File: src/rtl/core/sirm_pkg.sv
`default_nettype none
package sirm_pkg;

  localparam int CAPACITY_DEF = 256;
  // wide enough for slot indexes and counts up to 4096 entries
  localparam int CTRL_W = 13;

  localparam logic signed [31:0] EMPTY_MAX = -32'sd1073741824;

  localparam logic CMD_INSERT = 1'b0;
  localparam logic CMD_QUERY  = 1'b1;

  typedef struct packed {
    logic               cmd;
    logic signed [31:0] value;
    logic [9:0]         position;
    logic [9:0]         range_low;
    logic [9:0]         range_high;
  } in_beat_t;

  typedef struct packed {
    logic signed [31:0] max_value;
    logic               overflow;
  } out_beat_t;

  // broadcast to every cell
  typedef struct packed {
    logic              ins;
    logic [CTRL_W-1:0] slot;
    logic [CTRL_W-1:0] lo;
    logic [CTRL_W-1:0] hi_excl;
  } cell_ctrl_t;

endpackage
`default_nettype wire

File: src/rtl/core/sirm_cell.sv
`default_nettype none
module sirm_cell #(
  parameter int IDX = 0
) (
  input  wire logic               clk,
  input  wire logic               rst,
  input  wire sirm_pkg::cell_ctrl_t ctrl,
  input  wire logic signed [31:0] new_value,
  input  wire logic signed [31:0] prev_value,
  input  wire logic               prev_found,
  input  wire logic signed [31:0] prev_best,
  output logic signed [31:0]      value,
  output logic                    found,
  output logic signed [31:0]      best
);
  import sirm_pkg::*;

  localparam logic [CTRL_W-1:0] MY_IDX = CTRL_W'(IDX);

  logic in_range;
  logic take;

  assign in_range = (MY_IDX >= ctrl.lo) && (MY_IDX < ctrl.hi_excl);
  assign take     = in_range && (!prev_found || (value > prev_best));

  // positional insert: cells past the slot shift back by one
  always_ff @(posedge clk) begin
    if (ctrl.ins) begin
      if (MY_IDX > ctrl.slot) begin
        value <= prev_value;
      end else if (MY_IDX == ctrl.slot) begin
        value <= new_value;
      end
    end
  end

  // running max ripples one cell per cycle
  always_ff @(posedge clk) begin
    if (rst) begin
      found <= 1'b0;
    end else begin
      found <= prev_found | in_range;
    end
    best <= take ? value : prev_best;
  end

endmodule
`default_nettype wire

File: config.mk
export PLATFORM = sky130hd
export DESIGN_NAME = sirm_cell
export DESIGN_NICKNAME = d
export VERILOG_FILES = /design/src/rtl/core/sirm_pkg.sv /design/src/rtl/core/sirm_cell.sv
export SDC_FILE = /design/constraint.sdc
export NUM_CORES = 1
export LEC_CHECK = 0
export BUFFER_PORTS_ARGS = -buffer_cell sky130_fd_sc_hd__buf_4
export CAP_MARGIN = 5
export CORE_MARGIN = 3
export CORE_UTILIZATION = 30
export DETAILED_ROUTE_END_ITERATION = 6
export PLACE_DENSITY = 0.67
export SYNTH_ARGS = -nofsm -noshare
export SYNTH_HDL_FRONTEND = slang
export SYNTH_SLANG_ARGS = --single-unit
export TNS_END_PERCENT = 20
File: constraint.sdc
create_clock -name clk -period 4.9 [get_ports clk]
set_clock_uncertainty 0.05 [all_clocks]
set_input_delay 0.245 -clock clk [delete_from_list [all_inputs] [get_ports clk]]
set_output_delay 0.245 -clock clk [all_outputs]
set_load 0.02 [all_outputs]
==> flow_summary.json, run 1 <==
{
  "status": "finished clean",
  "cts_tree": "yes",
  "clockBufferDepth": 2,
  "layout-drive-gt1-share": 0.532,
  "start_util": 0.309,
  "gp_congestion": 0.697,
  "io_buffers": 171,
  "p_sw_mw": 0.282,
  "path_common_cell": "nor4_1",
  "dr.pass1.iters": 3,
  "p_comb_frac": 0.140,
  "fmax_ghz": 0.341,
  "cap_violations": 0,
  "worstPathCellList": "ha_1, nand4_1, nor4_1, a21boi_0, nor4_1, o32ai_4, buf_4, mux2_1",
  "r2r_end": "best[0]",
  "internal_power_mw": 0.921,
  "r2r_slack_ps": 1960,
  "async_flop_share": 0,
  "p_leak_nw": 2.26,
  "arrival_ps": 3120,
  "yosysMostFrequentCell": "inv_1",
  "hold_viol_final": 0,
  "vias": 2477,
  "post_cts_buffers": 0,
  "synth-seq-cells": 65,
  "reg2reg_from": "value[14]",
  "relSlewSlack": 0.680,
  "dp_slack_ps": 1870,
  "synthDominantCellAreaShare": 0.300,
  "worstRegToRegCells": 8,
  "crit_path_end_kind": "flip-flop",
  "ctsHoldBuffers": 1,
  "peakVddDrop_mv": 0.118,
  "swShare": 0.234,
  "crit_end": "best[0]",
  "synth_area_um2": 3200,
  "clock-sinks": 65,
  "antenna_found_initial": 0,
  "vias_per_cell": 4.40,
  "dieHeight_um": 109,
  "synth_nets": 438,
  "drv_slew": 0,
  "drt-met1-wl_um": 2990,
  "drtIter0Drc": 18,
  "crit_path_start": "value[14]",
  "routedWlPerCell_um": 13.9,
  "nNetsFinal": 593,
  "numCtsBuffers": 9,
  "ant_nets": 0,
  "num_antenna_cells": 0,
  "critical_path.max_fanout": 16,
  "ios": 204,
  "synth_top_area_cell": "edfxtp_1",
  "overflow": 0,
  "synth_cell_type_count": 34,
  "pwr-share-seq": 0.488,
  "drc": 0,
  "grt_util_all_layers": 0.128,
  "instances_no_fill": 563,
  "fin_tns_setup_ps": 0,
  "htree_levels": 3,
  "highest_layer": "met4",
  "fin_area_um2": 4790,
  "critPathBufInv": 1,
  "synth_ff_type": "dfxtp_1",
  "synth_cells": 267,
  "synth-edff-count": 32,
  "period_needed_ps": 2940,
  "synth_common_cells": "inv_1, dfxtp_1, clkbuf_1, edfxtp_1, ha_1",
  "ys_seq_area_frac": 0.506,
  "area_delta_synth_final_pct": 49.5,
  "wl_met2_um": 4010,
  "startpoint_type": "flip-flop",
  "wl_met3_um": 660,
  "die_w_um": 109,
  "row_count": 37,
  "clock_latency_ps": 340,
  "wl_um": 7810,
  "cts_resized": 0,
  "placed_cells": 542,
  "slowest_stage": "nor4_1",
  "cts.reportedPaths.clkPinSlew_ps": 80,
  "n_fill_cell": 976,
  "root_buffer": "clkbuf_8",
  "ys_warn_count": 0,
  "worst_pin_slew_ps": 475,
  "cp.required_ps": 5080,
  "fin_crit_sh": 0.599,
  "die-area_um2": 12000,
  "dp_hpwl_um": 6400,
  "grt_pass1_wl_um": 11600,
  "crit_type": "flip-flop to flip-flop",
  "p_per_area_nw_per_um2": 251,
  "synth_area_leaders": "edfxtp_1, dfxtp_1, mux2_4",
  "grt_max_degree": 33,
  "avgSynthCellArea_um2": 12.0,
  "rsz0062_at_grt": "false",
  "hp-class": "input pin to flip-flop",
  "core_area_um2": 10400,
  "cp.depth": 8,
  "finalSetupViolCount": 0,
  "critPathMaxStageDelay_ps": 470,
  "cpLargestDelayFamily": "simple AND/OR/NAND/NOR gates",
  "dpl_cell_area_um2": 4540,
  "clockPowerShare": 0.372,
  "grt_pass1_vias": 2468,
  "timing.final.ws_setup_ps": 1960
}
flip-flops by register name, summed over array words and instances, names as in the netlist:
register	flops
best	32
value	32
found	1
worst reg2reg max path, delay by kind of cell, from the launching register on:
family / cells / cell delay [ps]
multiplexers: 1 / 360
flip-flops: 1 / 420
adder cells (fa/ha/maj): 1 / 340
AND/OR/NAND/NOR: 3 / 760
AO/OA/AOI/OAI: 2 / 540
buffers and inverters: 1 / 360
power groups by stage:
stage | combinational [mW] | sequential (mW) | clock, mW
after detailed placement | 0.167 | 0.600 | 0
after global placement | 0.163 | 0.599 | 0
after floorplan | 0.0533 | 0.618 | 0
final | 0.168 | 0.587 | 0.448
after global routing | 0.184 | 0.588 | 0.492
after CTS | 0.168 | 0.587 | 0.467
metal layers:
layer / vias up / track usage
met1: 1134 / 0.139
met3: 12 / 0.0487
met2: 102 / 0.224
li1: 1229 / -
met5: - / 0
met4: 0 / 0.0499
worst min-delay path by stage:
stage	start	endpoint	slack, ps	cells after the start
6_report	new_value[29]	value[29]	30	1
5_1_grt	new_value[9]	value[9]	2	1
4_1_cts	new_value[6]	value[6]	3	1
3_5_place_dp	rst	found	350	2
3_3_place_gp	rst	found	350	2
2_1_floorplan	rst	found	260	1
final cells by class:
| class | count | area, um^2 | share of cell area |
|---|---|---|---|
| Sequential cell | 65 | 1620 | 0.339 |
| Clock inverter | 7 | 71.3 | 0.0149 |
| Tap cell | 136 | 170 | 0.0355 |
| Inverter | 34 | 128 | 0.0266 |
| Clock buffer | 9 | 124 | 0.0259 |
| Timing Repair Buffer | 179 | 1360 | 0.283 |
| Multi-Input combinational cell | 133 | 1320 | 0.275 |
placed cells by master (no fill, tap or decap), types with 2 or more instances in the layout:
master	n
edfxtp_1	32
nand4_1	5
buf_4	174
nor2_1	5
mux2_4	30
dfxtp_1	33
clkbuf_8	9
nand3_1	3
nor3_1	2
ha_1	32
clkinvlp_4	2
clkinv_4	2
a21oi_1	16
inv_1	34
nand2_1	10
nor4_1	6
dlygate4sd3_1	5
o21ai_0	3
mux2_1	2
kinds of logic (layout without fill, tap and decap cells):
logic type	count (synthesis)	in the layout	synth area share
compound gates	28	28	0.0551
fa+ha+maj	32	32	0.125
buf+inv	69	229	0.0879
flops	65	65	0.506
mux	32	32	0.148
simple gates	41	41	0.0785
per-stage QoR:
stage	util	hold slack [ps]	power, mW
6_report	0.462	28.1	1.20
5_1_grt	0.462	1.67	1.26
4_1_cts	0.458	2.74	1.22
3_5_place_dp	0.438	353	0.767
3_3_place_gp	0.438	352	0.763
2_1_floorplan	-	264	0.671
(Power assumes the default switching activity.)
==> run 2: changes to the inputs <==
- ABC_AREA: not set -> 1
- PLACE_DENSITY: 0.67 -> 0.69
- clock period: 4.9 -> 2.56 ns (I/O delays scaled with it)
==> flow_summary.json, run 2 <==
{
  "hp-class": "input pin to flip-flop",
  "clock-sinks": 65,
  "gp_congestion": 0.780,
  "io_buffers": 171,
  "p_leak_nw": 2.75,
  "cts.reportedPaths.clkPinSlew_ps": 70,
  "dr.pass1.iters": 4,
  "htree_levels": 3,
  "area_delta_synth_final_pct": 69.7,
  "power_mw": 2.42,
  "reg.largest.list": "best x32, value x32, found x1",
  "synthDominantCellAreaShare": 0.299,
  "synth_cell_type_count": 22,
  "critPathMaxStageDelay_ps": 560,
  "layout_common_cells": "buf_4, nand2_1, dlygate4sd3_1, inv_1, nand3_1",
  "dieHeight_um": 110,
  "row_count": 37,
  "fin_tns_setup_ps": 0,
  "ant_nets": 0,
  "cp.required_ps": 2730,
  "routedWlPerCell_um": 14.4,
  "async_flop_share": 0,
  "vias": 3235,
  "ys_seq_area_frac": 0.504,
  "rsz0062_at_grt": "false",
  "worst_pin_slew_ps": 565,
  "synth_ff_type": "dfxtp_1",
  "synth_area_leaders": "edfxtp_1, dfxtp_1, ha_1",
  "yosysMostFrequentCell": "nand2_1",
  "drtIter0Drc": 78,
  "arrival_ps": 2520,
  "nNetsFinal": 759,
  "synth_cells": 370,
  "p_per_area_nw_per_um2": 443,
  "start_util": 0.310,
  "worstPathCellList": "dlygate4sd3_1, buf_4, inv_1, ha_1, nand2_1, nor2_1, nand2_1, nor2_2, nand2_1, nand2_1, nand2_1, nand2_1, nand2_1, nand2_4, nand2_8, nand2_1, nand2_1",
  "clockBufferDepth": 2,
  "hold_viol_final": 0,
  "layout-drive-gt1-share": 0.342,
  "wl_um": 10500,
  "drv_slew": 0,
  "synth_area_um2": 3220,
  "num_antenna_cells": 0,
  "mostFrequentLayoutCell": "buf_4",
  "timing.hold.ws_ps": 262,
  "cts_tree": "yes",
  "slowest_stage": "dlygate4sd3_1",
  "grt_pass1_vias": 3315,
  "cap_violations": 0,
  "finalSetupViolCount": 0,
  "synth_top_area_cell": "edfxtp_1",
  "clock_latency_ps": 340,
  "die-area_um2": 12000,
  "die_w_um": 110,
  "relSlewSlack": 0.622,
  "grt.busiest_layer": "met2",
  "grt_util_met3": 0.0464,
  "synth_common_cells": "nand2_1, inv_1, nand3_1, dfxtp_1",
  "ios": 204,
  "path_common_cell": "nand2_1",
  "critical_path.max_fanout": 16,
  "grt_max_degree": 33,
  "period_needed_ps": 2350,
  "synth_nets": 541,
  "fmax_ghz": 0.426,
  "synth-edff-count": 32,
  "crit_path_end_kind": "flip-flop",
  "core_area_um2": 10400,
  "peakVddDrop_mv": 0.256,
  "drc": 0,
  "root_buffer": "clkbuf_8",
  "crit_type": "input pin to flip-flop",
  "startpoint_type": "input pin",
  "overflow": 0,
  "vias_per_cell": 4.44,
  "antenna_found_initial": 0,
  "met2_usage": 0.323,
  "status": "finished clean",
  "fin_crit_sh": 0.917,
  "dp_hpwl_um": 7130,
  "avgSynthCellArea_um2": 8.69,
  "synth-seq-cells": 65,
  "ys_warn_count": 0,
  "grt_pass1_wl_um": 15600,
  "grt_util_all_layers": 0.171,
  "numCtsBuffers": 9,
  "met1_usage": 0.181
}
run 2: routing by layer:
metal,wire length [um],vias to the layer above
met3,702,8
met4,88,0
met5,0,-
met1,3960,1492
li1,-,1613
met2,5720,122
run 2: worst paths after layout:
check	cells past startpoint	start	slack, ps	end
setup reg to reg	16	value[17]	230	best[17]
setup / recovery	17	prev_best[31]	210	best[17]
hold / removal	5	prev_found	260	best[28]
hold reg to reg	2	value[5]	490	best[5]
run 2: final cells by class:
cell class | instances | area (um^2)
sequential | 65 | 1620
clock buffer | 12 | 145
timing repair buffer | 247 | 2020
inverter | 43 | 161
multi-input combinational | 222 | 1290
fill | 915 | 4910
tap | 136 | 170
clock inverter | 4 | 45.0
run 2: cells by family after synthesis:
group / synth area share
AO/OA/AOI/OAI: 0.0331
adder cells (fa/ha/maj): 0.124
buffers and inverters: 0.110
flip-flops: 0.504
AND/OR/NAND/NOR: 0.229
run 2: where the power goes:
group	internal (mW)	leakage (nW)	total [mW]	switching, mW
Combinational	0.252	2.08	0.424	0.172
Sequential	1.12	0.566	1.13	0.00836
Clock	0.473	0.100	0.870	0.397
run 2: metrics by stage:
step                instance area, um^2   util  instances  setup slack [ps]
finish                             5460  0.526        729               212
global route                       5460  0.526        729              35.7
CTS                                5390  0.520        723               110
detailed placement                 4540  0.438        641               127
global placement                   4540  0.438        641               183
floorplan                          3230      -        370               342
run 2: worst max-delay path, delay by kind of cell:
family        cells  cell delay, ps
buf+inv           3             710
simple gates     13            1330
fa+ha+maj         1             340
run 2: repair_timing:
| action | 4_1_cts | 5_1_grt |
|---|---|---|
| hold endpoints to repair | 65 | 0 |
| hold buffers | 66 | 0 |
| setup endpoints to repair | 0 | 32 |
| buffers inserted | 0 | 5 |
| resized for setup | 0 | 3 |
